--- src/rtl/core/grr_pkg.sv ---
// shared constants and types of the gcd ratio reducer
// no dependencies; imported by every module of the block

package grr_pkg;

    // default operand width
    localparam int VALUE_WIDTH_DEF = 32;

    // entries in the queue between front and back
    localparam int QUEUE_DEPTH = 2;

    // queue status seen by the front (full) and the back (empty)
    typedef struct packed {
        logic full;
        logic empty;
    } t_fifo_stat;

endpackage

--- src/rtl/core/grr_front.sv ---
// front end: accepts operand beats, orders the pair and flags the all-zero case
// depends on grr_pkg; feeds grr_fifo

module grr_front #(
    parameter int VALUE_WIDTH = grr_pkg::VALUE_WIDTH_DEF,
    parameter int IN_W        = 2 * VALUE_WIDTH,
    parameter int ENTRY_W     = 4 * VALUE_WIDTH + 1
) (
    input  logic                   i_tvalid,
    output logic                   o_tready,
    input  logic [IN_W-1:0]        i_tdata,
    input  grr_pkg::t_fifo_stat    i_fifo_stat,
    output logic                   o_push,
    output logic [ENTRY_W-1:0]     o_entry
);
    import grr_pkg::*;

    logic [VALUE_WIDTH-1:0] a_val;
    logic [VALUE_WIDTH-1:0] b_val;
    logic                   a_gt_b;
    logic                   both_zero;

    // operand fields, first value in the low bits
    assign a_val = i_tdata[0 +: VALUE_WIDTH];
    assign b_val = i_tdata[VALUE_WIDTH +: VALUE_WIDTH];

    // classify: order the pair, detect the all-zero pair
    assign a_gt_b    = (a_val > b_val);
    assign both_zero = (a_val == '0) && (b_val == '0);

    // accept while the queue has room
    assign o_tready = !i_fifo_stat.full;
    assign o_push   = i_tvalid && o_tready;

    // entry: a, b, larger, smaller, zero flag
    always_comb begin
        o_entry                                 = '0;
        o_entry[0 +: VALUE_WIDTH]               = a_val;
        o_entry[VALUE_WIDTH +: VALUE_WIDTH]     = b_val;
        o_entry[2*VALUE_WIDTH +: VALUE_WIDTH]   = a_gt_b ? a_val : b_val;
        o_entry[3*VALUE_WIDTH +: VALUE_WIDTH]   = a_gt_b ? b_val : a_val;
        o_entry[4*VALUE_WIDTH]                  = both_zero;
    end

endmodule

--- src/rtl/core/grr_fifo.sv ---
// short register queue between the front and back ends
// depends on grr_pkg for the status struct

module grr_fifo #(
    parameter int WIDTH = 4 * grr_pkg::VALUE_WIDTH_DEF + 1,
    parameter int DEPTH = grr_pkg::QUEUE_DEPTH
) (
    input  logic                i_clk,
    input  logic                i_rst_n,
    input  logic                i_push,
    input  logic [WIDTH-1:0]    i_data,
    input  logic                i_pop,
    output logic [WIDTH-1:0]    o_data,
    output grr_pkg::t_fifo_stat o_stat
);
    import grr_pkg::*;

    localparam int PTR_W = (DEPTH > 1) ? $clog2(DEPTH) : 1;
    localparam int CNT_W = $clog2(DEPTH + 1);

    logic [WIDTH-1:0] r_mem [DEPTH];
    logic [PTR_W-1:0] r_wr_ptr;
    logic [PTR_W-1:0] r_rd_ptr;
    logic [CNT_W-1:0] r_count;
    logic             do_push;
    logic             do_pop;

    assign o_stat.full  = (r_count == CNT_W'(DEPTH));
    assign o_stat.empty = (r_count == '0);
    assign do_push      = i_push && !o_stat.full;
    assign do_pop       = i_pop && !o_stat.empty;
    assign o_data       = r_mem[r_rd_ptr];

    // storage
    always_ff @(posedge i_clk) begin
        if (do_push) begin
            r_mem[r_wr_ptr] <= i_data;
        end
    end

    // pointers and fill count
    always_ff @(posedge i_clk) begin
        if (!i_rst_n) begin
            r_wr_ptr <= '0;
            r_rd_ptr <= '0;
            r_count  <= '0;
        end else begin
            if (do_push) begin
                r_wr_ptr <= (r_wr_ptr == PTR_W'(DEPTH - 1)) ? '0 : r_wr_ptr + PTR_W'(1);
            end
            if (do_pop) begin
                r_rd_ptr <= (r_rd_ptr == PTR_W'(DEPTH - 1)) ? '0 : r_rd_ptr + PTR_W'(1);
            end
            case ({do_push, do_pop})
                2'b10:   r_count <= r_count + CNT_W'(1);
                2'b01:   r_count <= r_count - CNT_W'(1);
                default: r_count <= r_count;
            endcase
        end
    end

endmodule

--- src/rtl/core/grr_divider.sv ---
// shared restoring divider, one quotient bit per cycle
// depends on grr_pkg; used by grr_back for remainder and quotient steps

module grr_divider #(
    parameter int VALUE_WIDTH = grr_pkg::VALUE_WIDTH_DEF
) (
    input  logic                   i_clk,
    input  logic                   i_rst_n,
    input  logic                   i_start,
    input  logic [VALUE_WIDTH-1:0] i_dividend,
    input  logic [VALUE_WIDTH-1:0] i_divisor,
    output logic                   o_done,
    output logic [VALUE_WIDTH-1:0] o_quotient,
    output logic [VALUE_WIDTH-1:0] o_remainder
);
    import grr_pkg::*;

    localparam int CNT_W = $clog2(VALUE_WIDTH + 1);

    logic                   r_busy;
    logic                   r_done;
    logic [CNT_W-1:0]       r_cnt;
    logic [VALUE_WIDTH-1:0] r_rem;
    logic [VALUE_WIDTH-1:0] r_quo;
    logic [VALUE_WIDTH-1:0] r_den;
    logic [VALUE_WIDTH:0]   shifted;
    logic [VALUE_WIDTH:0]   trial;
    logic                   fits;

    // trial subtraction of the divisor from the shifted partial remainder
    assign shifted = {r_rem, r_quo[VALUE_WIDTH-1]};
    assign trial   = shifted - {1'b0, r_den};
    assign fits    = !trial[VALUE_WIDTH];

    assign o_done      = r_done;
    assign o_quotient  = r_quo;
    assign o_remainder = r_rem;

    // control
    always_ff @(posedge i_clk) begin
        if (!i_rst_n) begin
            r_busy <= 1'b0;
            r_done <= 1'b0;
            r_cnt  <= '0;
        end else begin
            r_done <= 1'b0;
            if (i_start) begin
                r_busy <= 1'b1;
                r_cnt  <= CNT_W'(VALUE_WIDTH);
            end else if (r_busy) begin
                r_cnt <= r_cnt - CNT_W'(1);
                if (r_cnt == CNT_W'(1)) begin
                    r_busy <= 1'b0;
                    r_done <= 1'b1;
                end
            end
        end
    end

    // datapath
    always_ff @(posedge i_clk) begin
        if (i_start) begin
            r_rem <= '0;
            r_quo <= i_dividend;
            r_den <= i_divisor;
        end else if (r_busy) begin
            r_rem <= fits ? trial[VALUE_WIDTH-1:0] : shifted[VALUE_WIDTH-1:0];
            r_quo <= {r_quo[VALUE_WIDTH-2:0], fits};
        end
    end

endmodule

--- src/rtl/core/grr_back.sv ---
// back end: euclid loop and the two ratio divisions, output register
// depends on grr_pkg; drives grr_divider and pops grr_fifo

module grr_back #(
    parameter int VALUE_WIDTH = grr_pkg::VALUE_WIDTH_DEF,
    parameter int ENTRY_W     = 4 * VALUE_WIDTH + 1
) (
    input  logic                   i_clk,
    input  logic                   i_rst_n,
    input  logic [ENTRY_W-1:0]     i_entry,
    input  grr_pkg::t_fifo_stat    i_fifo_stat,
    output logic                   o_pop,
    output logic                   o_div_start,
    output logic [VALUE_WIDTH-1:0] o_div_dividend,
    output logic [VALUE_WIDTH-1:0] o_div_divisor,
    input  logic                   i_div_done,
    input  logic [VALUE_WIDTH-1:0] i_div_quotient,
    input  logic [VALUE_WIDTH-1:0] i_div_remainder,
    output logic                   o_valid,
    input  logic                   i_ready,
    output logic [VALUE_WIDTH-1:0] o_ratio_first,
    output logic [VALUE_WIDTH-1:0] o_ratio_second,
    output logic [VALUE_WIDTH-1:0] o_common_divisor,
    output logic                   o_both_zero
);
    import grr_pkg::*;

    typedef enum logic [2:0] {
        S_IDLE,
        S_GCD,
        S_GCD_WAIT,
        S_DA_WAIT,
        S_DB_WAIT,
        S_OUT
    } t_state;

    t_state                 r_state;
    logic [VALUE_WIDTH-1:0] r_a;
    logic [VALUE_WIDTH-1:0] r_b;
    logic [VALUE_WIDTH-1:0] r_big;
    logic [VALUE_WIDTH-1:0] r_small;
    logic [VALUE_WIDTH-1:0] r_gcd;
    logic [VALUE_WIDTH-1:0] r_qa;
    logic [VALUE_WIDTH-1:0] r_qb;
    logic                   r_zero;
    logic                   r_div_start;
    logic [VALUE_WIDTH-1:0] r_div_dividend;
    logic [VALUE_WIDTH-1:0] r_div_divisor;
    logic                   r_out_valid;
    logic [VALUE_WIDTH-1:0] r_out_first;
    logic [VALUE_WIDTH-1:0] r_out_second;
    logic [VALUE_WIDTH-1:0] r_out_gcd;
    logic                   r_out_zero;

    // take the next queued item when idle
    assign o_pop = (r_state == S_IDLE) && !i_fifo_stat.empty;

    assign o_div_start      = r_div_start;
    assign o_div_dividend   = r_div_dividend;
    assign o_div_divisor    = r_div_divisor;
    assign o_valid          = r_out_valid;
    assign o_ratio_first    = r_out_first;
    assign o_ratio_second   = r_out_second;
    assign o_common_divisor = r_out_gcd;
    assign o_both_zero      = r_out_zero;

    // sequencer with registered divider requests and result beat
    always_ff @(posedge i_clk) begin
        if (!i_rst_n) begin
            r_state     <= S_IDLE;
            r_div_start <= 1'b0;
            r_out_valid <= 1'b0;
        end else begin
            r_div_start <= 1'b0;
            if (r_out_valid && i_ready) begin
                r_out_valid <= 1'b0;
            end
            case (r_state)
                S_IDLE: begin
                    if (!i_fifo_stat.empty) begin
                        r_a     <= i_entry[0 +: VALUE_WIDTH];
                        r_b     <= i_entry[VALUE_WIDTH +: VALUE_WIDTH];
                        r_big   <= i_entry[2*VALUE_WIDTH +: VALUE_WIDTH];
                        r_small <= i_entry[3*VALUE_WIDTH +: VALUE_WIDTH];
                        r_zero  <= i_entry[4*VALUE_WIDTH];
                        r_state <= i_entry[4*VALUE_WIDTH] ? S_OUT : S_GCD;
                    end
                end
                S_GCD: begin
                    if (r_small == '0) begin
                        // divisor found, start the first ratio division
                        r_gcd          <= r_big;
                        r_div_dividend <= r_a;
                        r_div_divisor  <= r_big;
                        r_div_start    <= 1'b1;
                        r_state        <= S_DA_WAIT;
                    end else begin
                        r_div_dividend <= r_big;
                        r_div_divisor  <= r_small;
                        r_div_start    <= 1'b1;
                        r_state        <= S_GCD_WAIT;
                    end
                end
                S_GCD_WAIT: begin
                    if (i_div_done) begin
                        r_big   <= r_small;
                        r_small <= i_div_remainder;
                        r_state <= S_GCD;
                    end
                end
                S_DA_WAIT: begin
                    if (i_div_done) begin
                        r_qa           <= i_div_quotient;
                        r_div_dividend <= r_b;
                        r_div_divisor  <= r_gcd;
                        r_div_start    <= 1'b1;
                        r_state        <= S_DB_WAIT;
                    end
                end
                S_DB_WAIT: begin
                    if (i_div_done) begin
                        r_qb    <= i_div_quotient;
                        r_state <= S_OUT;
                    end
                end
                S_OUT: begin
                    if (!r_out_valid || i_ready) begin
                        r_out_valid  <= 1'b1;
                        r_out_first  <= r_zero ? '0 : r_qa;
                        r_out_second <= r_zero ? '0 : r_qb;
                        r_out_gcd    <= r_zero ? '0 : r_gcd;
                        r_out_zero   <= r_zero;
                        r_state      <= S_IDLE;
                    end
                end
                default: begin
                    r_state <= S_IDLE;
                end
            endcase
        end
    end

endmodule

--- src/rtl/core/gcd_ratio_reducer_top.sv ---
// top level of the gcd ratio reducer: front end, queue, back end, divider
// depends on grr_pkg, grr_front, grr_fifo, grr_divider, grr_back

// Reduces a pair of unsigned values to their lowest ratio.
// Input stream: one beat carries first_value (low bits) and second_value.
// Output stream: one beat per input with ratio_first, ratio_second and
// common_divisor in tdata and the both-zero flag in tuser; when both
// operands are zero the flag is set and all data fields are zero.
// The front end classifies each pair and places it in a two-entry queue,
// so up to two pairs are taken while the back end is busy or the result
// register waits for the receiver.
// Cost per pair is set by the shared one-bit-per-cycle divider, which serves
// each division in turn: one per euclid remainder step and one per ratio
// field, so a pair that needs k remainder steps uses k+2 divisions
// (k=1 for many pairs, up to about 46 at 32 bits); a both-zero pair skips
// the divider. Pairs are handled one at a time.
// A stalled receiver holds the result register; the back end then waits,
// and once the queue fills the input ready drops.
// Reset is synchronous and empties the queue, the back end and the output.

module gcd_ratio_reducer_top #(
    parameter int VALUE_WIDTH = grr_pkg::VALUE_WIDTH_DEF,
    parameter int IN_DATA_W   = ((2 * VALUE_WIDTH + 7) / 8) * 8,
    parameter int OUT_DATA_W  = ((3 * VALUE_WIDTH + 7) / 8) * 8
) (
    input  logic                  i_clk,
    input  logic                  i_rst_n,
    input  logic                  i_s_axis_tvalid,
    output logic                  o_s_axis_tready,
    // first_value, second_value, zero padding
    input  logic [IN_DATA_W-1:0]  i_s_axis_tdata,
    output logic                  o_m_axis_tvalid,
    input  logic                  i_m_axis_tready,
    // ratio_first, ratio_second, common_divisor, zero padding
    output logic [OUT_DATA_W-1:0] o_m_axis_tdata,
    // both_zero
    output logic                  o_m_axis_tuser
);
    import grr_pkg::*;

    localparam int ENTRY_W = 4 * VALUE_WIDTH + 1;

    t_fifo_stat             fifo_stat;
    logic                   push;
    logic                   pop;
    logic [ENTRY_W-1:0]     push_entry;
    logic [ENTRY_W-1:0]     head_entry;
    logic                   div_start;
    logic [VALUE_WIDTH-1:0] div_dividend;
    logic [VALUE_WIDTH-1:0] div_divisor;
    logic                   div_done;
    logic [VALUE_WIDTH-1:0] div_quotient;
    logic [VALUE_WIDTH-1:0] div_remainder;
    logic [VALUE_WIDTH-1:0] ratio_first;
    logic [VALUE_WIDTH-1:0] ratio_second;
    logic [VALUE_WIDTH-1:0] common_divisor;

    grr_front #(
        .VALUE_WIDTH (VALUE_WIDTH),
        .IN_W        (2 * VALUE_WIDTH),
        .ENTRY_W     (ENTRY_W)
    ) u_front (
        .i_tvalid    (i_s_axis_tvalid),
        .o_tready    (o_s_axis_tready),
        .i_tdata     (i_s_axis_tdata[2*VALUE_WIDTH-1:0]),
        .i_fifo_stat (fifo_stat),
        .o_push      (push),
        .o_entry     (push_entry)
    );

    grr_fifo #(
        .WIDTH (ENTRY_W),
        .DEPTH (QUEUE_DEPTH)
    ) u_fifo (
        .i_clk   (i_clk),
        .i_rst_n (i_rst_n),
        .i_push  (push),
        .i_data  (push_entry),
        .i_pop   (pop),
        .o_data  (head_entry),
        .o_stat  (fifo_stat)
    );

    grr_divider #(
        .VALUE_WIDTH (VALUE_WIDTH)
    ) u_div (
        .i_clk       (i_clk),
        .i_rst_n     (i_rst_n),
        .i_start     (div_start),
        .i_dividend  (div_dividend),
        .i_divisor   (div_divisor),
        .o_done      (div_done),
        .o_quotient  (div_quotient),
        .o_remainder (div_remainder)
    );

    grr_back #(
        .VALUE_WIDTH (VALUE_WIDTH),
        .ENTRY_W     (ENTRY_W)
    ) u_back (
        .i_clk            (i_clk),
        .i_rst_n          (i_rst_n),
        .i_entry          (head_entry),
        .i_fifo_stat      (fifo_stat),
        .o_pop            (pop),
        .o_div_start      (div_start),
        .o_div_dividend   (div_dividend),
        .o_div_divisor    (div_divisor),
        .i_div_done       (div_done),
        .i_div_quotient   (div_quotient),
        .i_div_remainder  (div_remainder),
        .o_valid          (o_m_axis_tvalid),
        .i_ready          (i_m_axis_tready),
        .o_ratio_first    (ratio_first),
        .o_ratio_second   (ratio_second),
        .o_common_divisor (common_divisor),
        .o_both_zero      (o_m_axis_tuser)
    );

    // pack result fields, first field in the low bits
    always_comb begin
        o_m_axis_tdata                                 = '0;
        o_m_axis_tdata[0 +: VALUE_WIDTH]               = ratio_first;
        o_m_axis_tdata[VALUE_WIDTH +: VALUE_WIDTH]     = ratio_second;
        o_m_axis_tdata[2*VALUE_WIDTH +: VALUE_WIDTH]   = common_divisor;
    end

endmodule

--- config.mk ---
export PLATFORM = sky130hd
export DESIGN_NAME = gcd_ratio_reducer_top
export DESIGN_NICKNAME = d
export VERILOG_FILES = /design/src/rtl/core/grr_pkg.sv /design/src/rtl/core/grr_front.sv /design/src/rtl/core/grr_fifo.sv /design/src/rtl/core/grr_divider.sv /design/src/rtl/core/grr_back.sv /design/src/rtl/core/gcd_ratio_reducer_top.sv
export SDC_FILE = /design/constraint.sdc
export NUM_CORES = 1
export LEC_CHECK = 0
export BUFFER_PORTS_ARGS = -buffer_cell sky130_fd_sc_hd__clkbuf_2
export CAP_MARGIN = 10
export CORE_ASPECT_RATIO = 1.75
export CORE_MARGIN = 5
export CORE_UTILIZATION = 50
export CTS_CLUSTER_DIAMETER = 30
export CTS_CLUSTER_SIZE = 24
export DETAILED_ROUTE_END_ITERATION = 16
export GPL_TIMING_DRIVEN = 1
export PLACE_DENSITY_LB_ADDON = 0.25
export SLEW_MARGIN = 10
export SYNTH_ARGS = -nofsm -noshare
export SYNTH_HDL_FRONTEND = slang
export SYNTH_SLANG_ARGS = --single-unit
export TNS_END_PERCENT = 50
--- constraint.sdc ---
create_clock -name i_clk -period 11.6 [get_ports i_clk]
set_clock_uncertainty 0.1 [all_clocks]
set_input_delay 2.32 -clock i_clk [delete_from_list [all_inputs] [get_ports i_clk]]
set_output_delay 2.32 -clock i_clk [all_outputs]
set_load 0.1 [all_outputs]
==> qor.txt <==
Most flops, register: u_fifo.r_mem
Clk Latency, worst-skew pair: 0.66 ns
worst-margin pin slew: 1.12 ns
Die Height: 343 um
DRC errors left: 0
area taken by flip-flops and latches: 22300 um^2
Congestion Overflow GR: 0
Buffers on Ports: 166
register bit total from synthesis: 758
CTS sink cnt: 758
PwrDens: 254 nW/um^2
CP arrival: 5.39 ns
Slew Limit Fails: 0
# setup viols final: 0
largest net degree at the start of global routing: 95
Layout Nets: 2470
Root Buffer Master: clkbuf_16
WS Path Type: in2reg
RSZ-0062 raised after global routing: no
Area contributors post-synth: edfxtp_1 67%, mux2_2 3.6%, dfxtp_1 3.2%
Worst Setup SP: i_s_axis_tdata[41]
Clock Path Buffers: 3
xor/xnor share of the synthesized area: 0.881%
largest family of logic cells by synthesized area: multiplexers
top layer used by detailed routing: met4
max frequency: 196 MHz
top-area cell type share of the netlist area: 67.1%
count of flip-flops with a built-in enable after synthesis: 708
met3 wire length: 3.47 mm
1st-iter DRT viols: 1156
Power Total: 0.00937 W
async set or reset register ratio after synthesis: 0%
Total Die Area: 68700 um^2
min-delay worst type: reg2reg
router iterations before antenna repair: 5
Pleak: 13.0 nW
post-synthesis net count: 2284
core area: 63000 um^2
ant diodes: 0
synthesized area per cell: 14.7 um^2
overall global routing resource usage: 19.6%
vias after detailed routing: 17800
met2 routed WL: 33.6 mm
GPL Wtd Cong: 0.871
critical path peak fanout: 64
Yosys cell types: 79
CTS clk-pin slew, worst paths: 0.06 ns
fillers: 4921
vias in the first global route: 18300
placed wire-length estimate: 46.0 mm
Starting Density: 50.2%
layout cells sized above 1: 21.8%
CTS tree: yes
Crit Reg-Reg Endpoint: u_back.r_gcd[31]
CP startpoint kind: input pin
mux share of post-synthesis cell area: 8.92%
Post-Synthesis Cells: 2148
Max-slew headroom: 25.3%
compound-cell area share of the yosys netlist: 6.96%
number of flip-flops in the largest register: 258
min Tclk post-route: 5.10 ns
Tcrit/Tclk final: 43.9%
die span in x: 200 um
worst r2r src: u_back.r_small[25]
vias per cell: 5.50
area delta synth->final: 16.5%
status: finished, final reports clean
post-route worst setup slack: 6.51 ns
Final Util: 58.5%
R2R Setup Slk: 7.88 ns
IO Pins: 167
CTS Buf Count: 100
first-pass GRT wire length: 105 mm
Synth Area in Simple Gates: 7.84%
Worst Setup EP: u_fifo.r_mem[0][103]
Routed Antenna Nets: 0
post-CTS sizing: 0
Post-Synthesis Cell Area: 31700 um^2
# H-tree levels: 3
Post-CTS Setup Repair Bufs: 0
Fin Hold WS: 0.314 ns
per-cell routed wire length: 20.9 um
max-cap violations: 0
dpl ws: 5.85 ns
leading area contributor after synthesis: edfxtp_1
post-synthesis sequential area ratio: 70.3%
DRT met1 WL: 27.9 mm
Adder-Cell Fraction of Synth Area: 2.71%
R2R depth: 6
Setup TNS Final: 0 ns
VDD IR-drop max: 0.000142 V
Synth Flop Type: edfxtp_1
hold buffer count at CTS: 0
Core Rows: 122
Multi-input gate area: 8750 um^2
critical path data required time: 11.89 ns
Routed WL: 67.6 mm
Yosys warning count: 0
initial antenna violation count: 0
Setup crit end kind: flop
Fin. Hold Viols: 0
## power breakdown
part           total, W  switching, W  internal (W)
Clock           0.00320       0.00127       0.00193
Sequential      0.00399      0.000286       0.00371
Combinational   0.00217       0.00142      0.000757
Total           0.00937       0.00297       0.00640
## cells in the mapped netlist, types with 5 or more instances
cell type  instances
nand3_1           10
nand2b_1          12
and2_1             5
or3_1              7
nand2_2           10
xor2_1             6
a21oi_1          146
buf_1             17
nor3_1             9
o21ai_0           90
inv_1             75
a311oi_2          15
and3_1             8
o21a_1             9
mux2i_1          100
nor2_1           139
ha_1              67
clkbuf_1          66
nand2_1          122
nor2b_1          103
nor4_1            29
mux2_2           102
mux2_1            60
buf_2              6
o21ai_1            9
xnor2_1           24
buf_4              9
edfxtp_1         708
a21o_1            28
o211ai_1           6
nand4_1           22
dfxtp_1           50
## per-stage QoR
stage,std cells,cell area (um^2)
5_1_grt,3228,36900
3_5_place_dp,3038,33300
3_3_place_gp,3038,33300
2_1_floorplan,2148,31700
4_1_cts,3228,36900
6_report,3228,36900
## routing by layer
metal  global-route usage (%)  vias up
met3                     3.56      131
met5                        0        -
met2                     33.4      523
met4                     8.18        0
li1                         -     8458
met1                     25.0     8647
## worst max-delay path, stage by stage
cell      delay (ns)
clkbuf_2        0.13
inv_1           0.06
ha_1            0.29
a21o_1          0.16
a21o_1          0.17
a21oi_1         0.15
o21a_1          0.19
o211ai_1        0.16
a2111o_1        0.46
nand3_2         0.07
buf_4           0.73
mux2_1          0.42
## placed cells by master (no fill, tap or decap), types with 5 or more instances in the layout
| master | instances |
|---|---|
| inv_6 | 23 |
| clkbuf_2 | 166 |
| inv_1 | 75 |
| clkinv_2 | 5 |
| o21a_1 | 9 |
| inv_8 | 9 |
| xor2_1 | 6 |
| mux2i_1 | 100 |
| nand2b_1 | 12 |
| mux2_1 | 60 |
| nor3_1 | 9 |
| mux2_2 | 102 |
| and3_1 | 7 |
| clkbuf_16 | 101 |
| ha_1 | 67 |
| xnor2_1 | 23 |
| clkinv_8 | 5 |
| a311oi_2 | 15 |
| nor2_4 | 6 |
| a21o_1 | 28 |
| nor2b_1 | 103 |
| edfxtp_1 | 708 |
| nand2_1 | 121 |
| dfxtp_1 | 47 |
| or3_1 | 7 |
| nand2_2 | 10 |
| nand4_1 | 22 |
| nor2_1 | 133 |
| nor4_1 | 28 |
| bufinv_16 | 11 |
| o21ai_1 | 9 |
| nand3_1 | 10 |
| clkinvlp_4 | 12 |
| clkinv_4 | 11 |
| clkbuf_1 | 6 |
| o21ai_0 | 90 |
| a21oi_1 | 146 |
| o211ai_1 | 6 |
| buf_4 | 22 |
## cells by family (layout without fill, tap and decap cells)
logic type      after synthesis  in the layout
fa+ha+maj                    68             68
xor+xnor                     31             31
mux                         262            262
compound gates              352            352
buf+inv                     179            453
flops                       758            758
simple gates                498            498
## worst min path at each step
stage                        startpoint         endpoint  depth (start not counted)
2_1_floorplan   u_back.o_div_divisor[0]   u_div.r_den[0]                          0
3_3_place_gp   u_back.o_div_divisor[13]  u_div.r_den[13]                          0
3_5_place_dp    u_back.o_div_divisor[5]   u_div.r_den[5]                          0
4_1_cts        u_back.o_div_divisor[21]  u_div.r_den[21]                          0
5_1_grt        u_back.o_div_divisor[21]  u_div.r_den[21]                          0
6_report       u_back.o_div_divisor[13]  u_div.r_den[13]                          0
## layout make-up
type	count	area share, %
sequential	758	60.4
multi-input combinational	1211	23.7
clock buffer	111	7.06
tap	806	2.73
timing repair buffer	188	2.70
clock inverter	79	2.67
inverter	75	0.763
No activity file was read; power rests on OpenSTA's default activity.
